--- config.mk ---
export PLATFORM = sky130hd
export DESIGN_NAME = hilo_multiply_divide_unit
export DESIGN_NICKNAME = d
export VERILOG_FILES = /design/src/hlmdu_pkg.sv /design/src/hlmdu_mul.sv /design/src/hlmdu_div.sv /design/src/hilo_multiply_divide_unit.sv
export SDC_FILE = /design/constraint.sdc
export NUM_CORES = 1
export LEC_CHECK = 0
export BUFFER_PORTS_ARGS = -buffer_cell sky130_fd_sc_hd__buf_2
export CAP_MARGIN = 25
export CORE_UTILIZATION = 50
export DETAILED_ROUTE_END_ITERATION = 16
export GPL_TIMING_DRIVEN = 1
export PLACE_DENSITY = 0.63
export SLEW_MARGIN = 20
export SYNTH_ARGS = -nofsm -noshare
export SYNTH_HDL_FRONTEND = slang
export SYNTH_HIERARCHICAL = 1
export SYNTH_SLANG_ARGS = --single-unit
--- constraint.sdc ---
create_clock -name clock -period 7.1 [get_ports clock]
set_input_delay 1.42 -clock clock [delete_from_list [all_inputs] [get_ports clock]]
set_output_delay 1.42 -clock clock [all_outputs]
set_load 0.02 [all_outputs]
--- src/hlmdu_pkg.sv ---
// Package for the HI/LO multiply-divide unit: operand widths and opcodes, and
// the small opcode helpers of the top level. The widths also serve its bit-serial units.
// No dependencies.
`default_nettype none

package hlmdu_pkg;

   localparam int DATA_W = 32;
   localparam int PROD_W = 2 * DATA_W;
   localparam int CNT_W  = $clog2(DATA_W);
   localparam int REG_W  = 5;
   localparam int OP_W   = 3;

   typedef enum logic [OP_W-1:0] {
      OP_MULT  = 3'd0,
      OP_MULTU = 3'd1,
      OP_MADD  = 3'd2,
      OP_MADDU = 3'd3,
      OP_DIV   = 3'd4,
      OP_DIVU  = 3'd5
   } op_type;

   function automatic logic is_mul_op(input logic [OP_W-1:0] op);
      return (op == OP_MULT) || (op == OP_MULTU) || (op == OP_MADD) || (op == OP_MADDU);
   endfunction

   function automatic logic is_div_op(input logic [OP_W-1:0] op);
      return (op == OP_DIV) || (op == OP_DIVU);
   endfunction

   function automatic logic is_signed_op(input logic [OP_W-1:0] op);
      return (op == OP_MULT) || (op == OP_MADD) || (op == OP_DIV);
   endfunction

   function automatic logic is_acc_op(input logic [OP_W-1:0] op);
      return (op == OP_MADD) || (op == OP_MADDU);
   endfunction

endpackage

`default_nettype wire

--- src/hlmdu_mul.sv ---
// Bit-serial unsigned shift-add multiplier, one multiplier bit per cycle.
// Depends on hlmdu_pkg for the operand widths.
`default_nettype none

module hlmdu_mul (
   input  wire logic                         clock,
   input  wire logic                         reset,
   input  wire logic                         start,
   input  wire logic [hlmdu_pkg::DATA_W-1:0] mcand,
   input  wire logic [hlmdu_pkg::DATA_W-1:0] mplier,
   output logic                              done,
   output logic [hlmdu_pkg::PROD_W-1:0]      product
);
   import hlmdu_pkg::*;

   logic                busy_ff, busy_in;
   logic                done_ff, done_in;
   logic [CNT_W-1:0]    cnt_ff, cnt_in;
   logic [PROD_W-1:0]   prod_ff, prod_in;
   logic [DATA_W-1:0]   mcand_ff, mcand_in;
   logic [DATA_W:0]     sum;

   always_comb begin
      sum = {1'b0, prod_ff[PROD_W-1:DATA_W]} +
            {1'b0, (prod_ff[0] ? mcand_ff : {DATA_W{1'b0}})};
      busy_in  = busy_ff;
      done_in  = 1'b0;
      cnt_in   = cnt_ff;
      prod_in  = prod_ff;
      mcand_in = mcand_ff;
      if (start) begin
         busy_in  = 1'b1;
         cnt_in   = '0;
         prod_in  = {{DATA_W{1'b0}}, mplier};
         mcand_in = mcand;
      end else if (busy_ff) begin
         prod_in = {sum, prod_ff[DATA_W-1:1]};
         cnt_in  = cnt_ff + 1'b1;
         if (cnt_ff == CNT_W'(DATA_W - 1)) begin
            busy_in = 1'b0;
            done_in = 1'b1;
         end
      end
   end

   always_ff @(posedge clock) begin
      if (reset) begin
         busy_ff <= 1'b0;
         done_ff <= 1'b0;
      end else begin
         busy_ff <= busy_in;
         done_ff <= done_in;
      end
      cnt_ff   <= cnt_in;
      prod_ff  <= prod_in;
      mcand_ff <= mcand_in;
   end

   assign done    = done_ff;
   assign product = prod_ff;

endmodule

`default_nettype wire

--- src/hlmdu_div.sv ---
// Bit-serial unsigned restoring divider, one quotient bit per cycle.
// Depends on hlmdu_pkg for the operand widths.
`default_nettype none

module hlmdu_div (
   input  wire logic                         clock,
   input  wire logic                         reset,
   input  wire logic                         start,
   input  wire logic [hlmdu_pkg::DATA_W-1:0] dividend,
   input  wire logic [hlmdu_pkg::DATA_W-1:0] divisor,
   output logic                              done,
   output logic [hlmdu_pkg::DATA_W-1:0]      quotient,
   output logic [hlmdu_pkg::DATA_W-1:0]      remainder
);
   import hlmdu_pkg::*;

   logic                busy_ff, busy_in;
   logic                done_ff, done_in;
   logic [CNT_W-1:0]    cnt_ff, cnt_in;
   logic [DATA_W-1:0]   rem_ff, rem_in;
   logic [DATA_W-1:0]   quo_ff, quo_in;
   logic [DATA_W-1:0]   dvsr_ff, dvsr_in;
   logic [DATA_W:0]     shifted;
   logic [DATA_W+1:0]   diff;

   always_comb begin
      shifted = {rem_ff, quo_ff[DATA_W-1]};
      diff    = {1'b0, shifted} - {2'b00, dvsr_ff};
      busy_in = busy_ff;
      done_in = 1'b0;
      cnt_in  = cnt_ff;
      rem_in  = rem_ff;
      quo_in  = quo_ff;
      dvsr_in = dvsr_ff;
      if (start) begin
         busy_in = 1'b1;
         cnt_in  = '0;
         rem_in  = '0;
         quo_in  = dividend;
         dvsr_in = divisor;
      end else if (busy_ff) begin
         if (diff[DATA_W+1]) begin
            rem_in = shifted[DATA_W-1:0];
            quo_in = {quo_ff[DATA_W-2:0], 1'b0};
         end else begin
            rem_in = diff[DATA_W-1:0];
            quo_in = {quo_ff[DATA_W-2:0], 1'b1};
         end
         cnt_in = cnt_ff + 1'b1;
         if (cnt_ff == CNT_W'(DATA_W - 1)) begin
            busy_in = 1'b0;
            done_in = 1'b1;
         end
      end
   end

   always_ff @(posedge clock) begin
      if (reset) begin
         busy_ff <= 1'b0;
         done_ff <= 1'b0;
      end else begin
         busy_ff <= busy_in;
         done_ff <= done_in;
      end
      cnt_ff  <= cnt_in;
      rem_ff  <= rem_in;
      quo_ff  <= quo_in;
      dvsr_ff <= dvsr_in;
   end

   assign done      = done_ff;
   assign quotient  = quo_ff;
   assign remainder = rem_ff;

endmodule

`default_nettype wire

--- src/hilo_multiply_divide_unit.sv ---
// Top level of the HI/LO multiply-divide unit: handshake, HI/LO registers of
// both pipes, sign handling and accumulation around the serial units.
// Depends on hlmdu_pkg, hlmdu_mul and hlmdu_div.
//
// One request transaction carries an instruction: opcode and pipe select in
// req_tuser, the two operands and the destination index in req_tdata. For each
// request exactly one response transaction returns the new HI and LO of the
// chosen pipe and the destination write flag and index.
// Multiplies and divides run through a shift-add multiplier or a restoring
// divider that resolve one bit per cycle. Operand magnitudes enter the serial
// unit on acceptance (ST_RUN); then come ST_FIX (sign fix-up), ST_ACC
// (accumulation into HI/LO) and ST_DONE, and the unit is idle again in the
// cycle after the response is loaded. Unused opcodes go from idle to ST_DONE.
// Only one instruction is in flight; req_tready is high while the unit is idle.
// A finished result waits in the response register, so a stalled receiver
// does not keep the unit from taking the next request; that one then waits
// for the register to drain before it retires.
// Reset clears HI and LO of both pipes to zero and empties the response.
`default_nettype none

module hilo_multiply_divide_unit (
   input  wire logic        clock,
   input  wire logic        reset,
   input  wire logic        req_tvalid,
   output logic             req_tready,
   // rs_value [31:0], rt_value [63:32], dest_reg [68:64], zero fill above
   input  wire logic [71:0] req_tdata,
   // opcode [2:0], pipe_select [3]
   input  wire logic [3:0]  req_tuser,
   output logic             rsp_tvalid,
   input  wire logic        rsp_tready,
   // hi_result [31:0], lo_result [63:32], dest_index [68:64], zero fill above
   output logic [71:0]      rsp_tdata,
   // dest_write
   output logic             rsp_tuser
);
   import hlmdu_pkg::*;

   typedef enum logic [4:0] {
      ST_IDLE = 5'b00001,
      ST_RUN  = 5'b00010,
      ST_FIX  = 5'b00100,
      ST_ACC  = 5'b01000,
      ST_DONE = 5'b10000
   } state_type;

   state_type         state_ff, state_in;
   logic [OP_W-1:0]   op_ff;
   logic              pipe_ff;
   logic [DATA_W-1:0] rs_ff, rt_ff;
   logic [REG_W-1:0]  rd_ff;
   logic [PROD_W-1:0] res_ff, res_in;
   logic [DATA_W-1:0] hi_ff [2];
   logic [DATA_W-1:0] lo_ff [2];
   logic              rsp_valid_ff;
   logic [DATA_W-1:0] rsp_hi_ff, rsp_lo_ff;
   logic              rsp_dw_ff;
   logic [REG_W-1:0]  rsp_idx_ff;

   logic [OP_W-1:0]   req_op;
   logic [DATA_W-1:0] req_rs, req_rt, rs_mag, rt_mag;
   logic              accept, mul_start, div_start, mul_done, div_done;
   logic [PROD_W-1:0] product, sum, acc;
   logic [DATA_W-1:0] quotient, remainder, q_fix, r_fix, lo_dz;
   logic              sgn, load_rsp, dest_wr;

   assign req_op = req_tuser[OP_W-1:0];
   assign req_rs = req_tdata[DATA_W-1:0];
   assign req_rt = req_tdata[2*DATA_W-1:DATA_W];
   assign rs_mag = (is_signed_op(req_op) && req_rs[DATA_W-1]) ? -req_rs : req_rs;
   assign rt_mag = (is_signed_op(req_op) && req_rt[DATA_W-1]) ? -req_rt : req_rt;

   assign req_tready = (state_ff == ST_IDLE);
   assign accept     = req_tvalid && req_tready;
   assign mul_start  = accept && is_mul_op(req_op);
   assign div_start  = accept && is_div_op(req_op);

   hlmdu_mul u_mul (
      .clock   (clock),
      .reset   (reset),
      .start   (mul_start),
      .mcand   (rs_mag),
      .mplier  (rt_mag),
      .done    (mul_done),
      .product (product)
   );

   hlmdu_div u_div (
      .clock     (clock),
      .reset     (reset),
      .start     (div_start),
      .dividend  (rs_mag),
      .divisor   (rt_mag),
      .done      (div_done),
      .quotient  (quotient),
      .remainder (remainder)
   );

   always_comb begin
      sgn    = is_signed_op(op_ff);
      q_fix  = (sgn && (rs_ff[DATA_W-1] ^ rt_ff[DATA_W-1])) ? -quotient : quotient;
      r_fix  = (sgn && rs_ff[DATA_W-1]) ? -remainder : remainder;
      lo_dz  = (sgn && rs_ff[DATA_W-1]) ? DATA_W'(1) : {DATA_W{1'b1}};
      res_in = res_ff;
      if (is_mul_op(op_ff)) begin
         res_in = (sgn && (rs_ff[DATA_W-1] ^ rt_ff[DATA_W-1])) ? -product : product;
      end else if (rt_ff == '0) begin
         res_in = {rs_ff, lo_dz};
      end else begin
         res_in = {r_fix, q_fix};
      end
      acc      = is_acc_op(op_ff) ? {hi_ff[pipe_ff], lo_ff[pipe_ff]} : '0;
      sum      = res_ff + acc;
      load_rsp = (state_ff == ST_DONE) && (!rsp_valid_ff || rsp_tready);
      dest_wr  = is_mul_op(op_ff) && (rd_ff != '0);
   end

   always_comb begin
      state_in = state_ff;
      case (state_ff)
         ST_IDLE: begin
            if (accept) begin
               state_in = (is_mul_op(req_op) || is_div_op(req_op)) ? ST_RUN : ST_DONE;
            end
         end
         ST_RUN: begin
            if (mul_done || div_done) begin
               state_in = ST_FIX;
            end
         end
         ST_FIX:  state_in = ST_ACC;
         ST_ACC:  state_in = ST_DONE;
         ST_DONE: begin
            if (load_rsp) begin
               state_in = ST_IDLE;
            end
         end
         default: state_in = ST_IDLE;
      endcase
   end

   always_ff @(posedge clock) begin
      if (reset) begin
         state_ff     <= ST_IDLE;
         rsp_valid_ff <= 1'b0;
         hi_ff[0]     <= '0;
         hi_ff[1]     <= '0;
         lo_ff[0]     <= '0;
         lo_ff[1]     <= '0;
      end else begin
         state_ff <= state_in;
         if (load_rsp) begin
            rsp_valid_ff <= 1'b1;
         end else if (rsp_tready) begin
            rsp_valid_ff <= 1'b0;
         end
         if (state_ff == ST_ACC) begin
            hi_ff[pipe_ff] <= sum[PROD_W-1:DATA_W];
            lo_ff[pipe_ff] <= sum[DATA_W-1:0];
         end
      end
      if (accept) begin
         op_ff   <= req_op;
         pipe_ff <= req_tuser[OP_W];
         rs_ff   <= req_rs;
         rt_ff   <= req_rt;
         rd_ff   <= req_tdata[2*DATA_W+REG_W-1:2*DATA_W];
      end
      if (state_ff == ST_FIX) begin
         res_ff <= res_in;
      end
      if (load_rsp) begin
         rsp_hi_ff  <= hi_ff[pipe_ff];
         rsp_lo_ff  <= lo_ff[pipe_ff];
         rsp_dw_ff  <= dest_wr;
         rsp_idx_ff <= dest_wr ? rd_ff : '0;
      end
   end

   assign rsp_tvalid = rsp_valid_ff;
   assign rsp_tdata  = {3'b000, rsp_idx_ff, rsp_lo_ff, rsp_hi_ff};
   assign rsp_tuser  = rsp_dw_ff;

endmodule

`default_nettype wire

==> out/metrics.cfg <==
[critical_path]
end_kind = flop
reg2reg_slack_ns = 1.93
criticalPathCategory = reg -> reg
crit_path_max_fanout = 49
r2r_end = hi_ff[1][30]
endpoint = hi_ff[1][30]
required_ns = 7.58
crit_path_start_kind = flop
reg2reg_depth = 13
cp.arrival_ns = 5.65

[clock_tree]
cts.clk_slew.worst_paths_ns = 0.06
worst_skew_pair.late_latency_ns = 0.65
cts_made_buffers = 59
cts_setup_buffers = 0
cts.sink_count = 548
ctsResizeCount = 0
clock_tree.root_cell = clkbuf_16
clockBufferDepth = 3
cts_tree = yes
cts_htree_levels = 2
hold_buffers = 0

[yosys]
synth_area_sq_um = 33000
synth-main-ff-cell = edfxtp_1
yosysMostFrequentCell = edfxtp_1
synth_cell_types = 106
synth_cells = 3232
avgSynthCellArea_sq_um = 10.2
seq_area_frac_synth_pct = 47.2
async_flop_share_pct = 0
yosys-top-cells-area = edfxtp_1 (42%), dfxtp_1 (5.1%), ha_1 (5.1%), mux2_2 (4.4%), nor2_1 (4.3%)
synth-seq-cells = 548
yosysWarnings = 6
synth_common_cells = edfxtp_1 (463), nor2_1 (378), a21oi_1 (244), nand2_1 (218), o21ai_0 (160)
synth_top_area_share_pct = 42.1
synth_area_leader_cell = edfxtp_1
synth-edff-count = 463

[sta]
slew_violations = 0
relSlewSlack_pct = 30.8
min_period_ns = 5.17
setup_tns_ns = 0
fin_skew_ns = 0.0350
worst_pin_slew_ns = 1.04
clock.fmax_ghz = 0.193
rsz0062_at_grt = no
worst_slack_ns = 1.93
finalSetupViolCount = 0
whs_ns = 0.504
period_share_pct = 72.8
hold_viol_final = 0

[finish]
final_layout_size_suffix_gt1_share_pct = 14.2
multi_input_area_sq_um = 16500
seqCellArea_sq_um = 15600
nNetsFinal = 3547
post-route-cell-area_sq_um = 36500
area_delta_synth_final_pct = 10.5
fill_cells = 5597

[floorplan]
ioPinCount = 155
core_sq_um = 64900
die_h_um = 259
start_util_pct = 50.9
rows = 93
fp.dieArea_sq_um = 67100
die_w_um = 259

[run_status]
status = finished, final reports clean

[power_and_ir_drop]
vdd_drop_max_mv = 0.277
p_leak_nw = 13.7
powerDensity_nw_per_um2 = 304

[placement]
dp_hpwl_mm = 75.5
place_congestion = 0.969
dpl_cell_area_sq_um = 34500
io_buffers = 148
place_ws_ns = 1.93

[drt]
vias = 25632
dr.pass1.iters = 6
drt_iter0_markers = 2244
wl_per_cell_um = 23.3
wirelength_mm = 99.1
vias_per_cell = 6.03
final_antenna_net_count = 0
drc_errors = 0

[grt]
antenna_found_initial = 22
grt_pass1_wl_mm = 147
grt_start_max_net_pins = 73
grt.overflow.total = 0
grt_usage_pct = 28.9
grt_pass1_vias = 24294

[run]
maxCapViolCount = 0

[worst_hold_path]
hold_path_class = reg -> reg

==> routing by layer <==
| metal | part of all wire [%] | global-route usage (%) |
|---|---|---|
| met4 | 5.7 | 15.5 |
| met5 | 0.077 | 0 |
| met3 | 5.4 | 3.77 |
| met1 | 43 | 38.1 |
| met2 | 46 | 46.3 |
==> critical path, cell delays in order (launching register included) <==
cell      delay (ns)
dfxtp_2         0.65
buf_4           0.66
mux2_2          0.42
nor2b_1         0.15
ha_1            0.41
and4_1          0.25
nand4_1         0.19
or4_1           0.51
o211ai_1        0.11
a21oi_1         0.14
o31ai_2         0.75
and2_1          0.27
mux2_2          0.34
o211ai_1        0.09
==> worst min path at each step <==
stage	end	startpoint	cells past startpoint	slack [ns]
finish	u_mul/cnt_ff[4]	u_mul/cnt_ff[4]	2	0.50
global route	u_mul/product[54]	u_mul/product[54]	2	0.52
global placement	u_div/cnt_ff[4]	u_div/cnt_ff[4]	2	0.48
detailed placement	u_mul/product[54]	u_mul/product[54]	2	0.50
floorplan	u_mul/cnt_ff[4]	u_mul/cnt_ff[4]	2	0.46
CTS	u_mul/product[54]	u_mul/product[54]	2	0.51
==> where the power goes <==
part	switching, mW	total [mW]	internal [mW]
logic	2.17	3.59	1.42
clock network	1.31	3.15	1.84
registers	0.454	4.37	3.91
total	3.94	11.1	7.17
==> area by class of cell <==
class	instances	share of cell area, %
clock inverters	39	1.19
inverters	80	0.822
repair buffers	180	2.72
diodes	16	0.110
flip-flops and latches	548	42.7
clock buffers	71	4.22
well taps	855	2.93
multi-input cells	2459	45.3
==> per-stage QoR <==
step | power (mW) | std cells | util (%)
2_1_floorplan | 6.98 | 3234 | -
4_1_cts | 11.1 | 4230 | 56.1
6_report | 11.1 | 4248 | 56.2
3_5_place_dp | 7.94 | 4120 | 53.1
3_3_place_gp | 7.86 | 4118 | 53.1
5_1_grt | 11.7 | 4243 | 56.2
==> layout by cell type (no fill, tap or decap), types with 31 or more instances in the layout <==
master / instances
o21ai_0: 160
a211oi_1: 31
nor2b_1: 77
nor4_1: 41
a21o_1: 50
o31ai_1: 40
dfxtp_1: 84
and2_1: 54
or3_1: 34
o21ai_1: 38
mux2i_1: 46
ha_1: 136
xor2_1: 126
a21oi_1: 244
nor3_1: 69
inv_1: 77
nand3_1: 43
buf_2: 149
clkbuf_16: 59
nor2_1: 375
mux2_2: 130
o211ai_1: 33
xnor2_1: 152
nand2_1: 217
edfxtp_1: 463
nand4_1: 39
==> state kept, by name, summed over array words and instances (netlist names), 64 cells and up, named ones only <==
register       cells
hi_ff             64
res_ff            64
u_mul/product     64
lo_ff             64
==> logic make-up (layout without fill, tap and decap cells) <==
family / after synthesis / in the layout / synth area share [%]
adders and majority gates: 139 / 139 / 5.33
buffers and inverters: 227 / 370 / 2.93
AOI/OAI and AO/OA: 785 / 785 / 15.1
DFF: 548 / 548 / 47.2
other: 1 / 19 / 0.0113
muxes: 177 / 177 / 5.87
and+or+nand+nor: 1077 / 1077 / 16.2
xor gates and xnor gates: 278 / 278 / 7.37
Power figures use the tool's default switching activity.
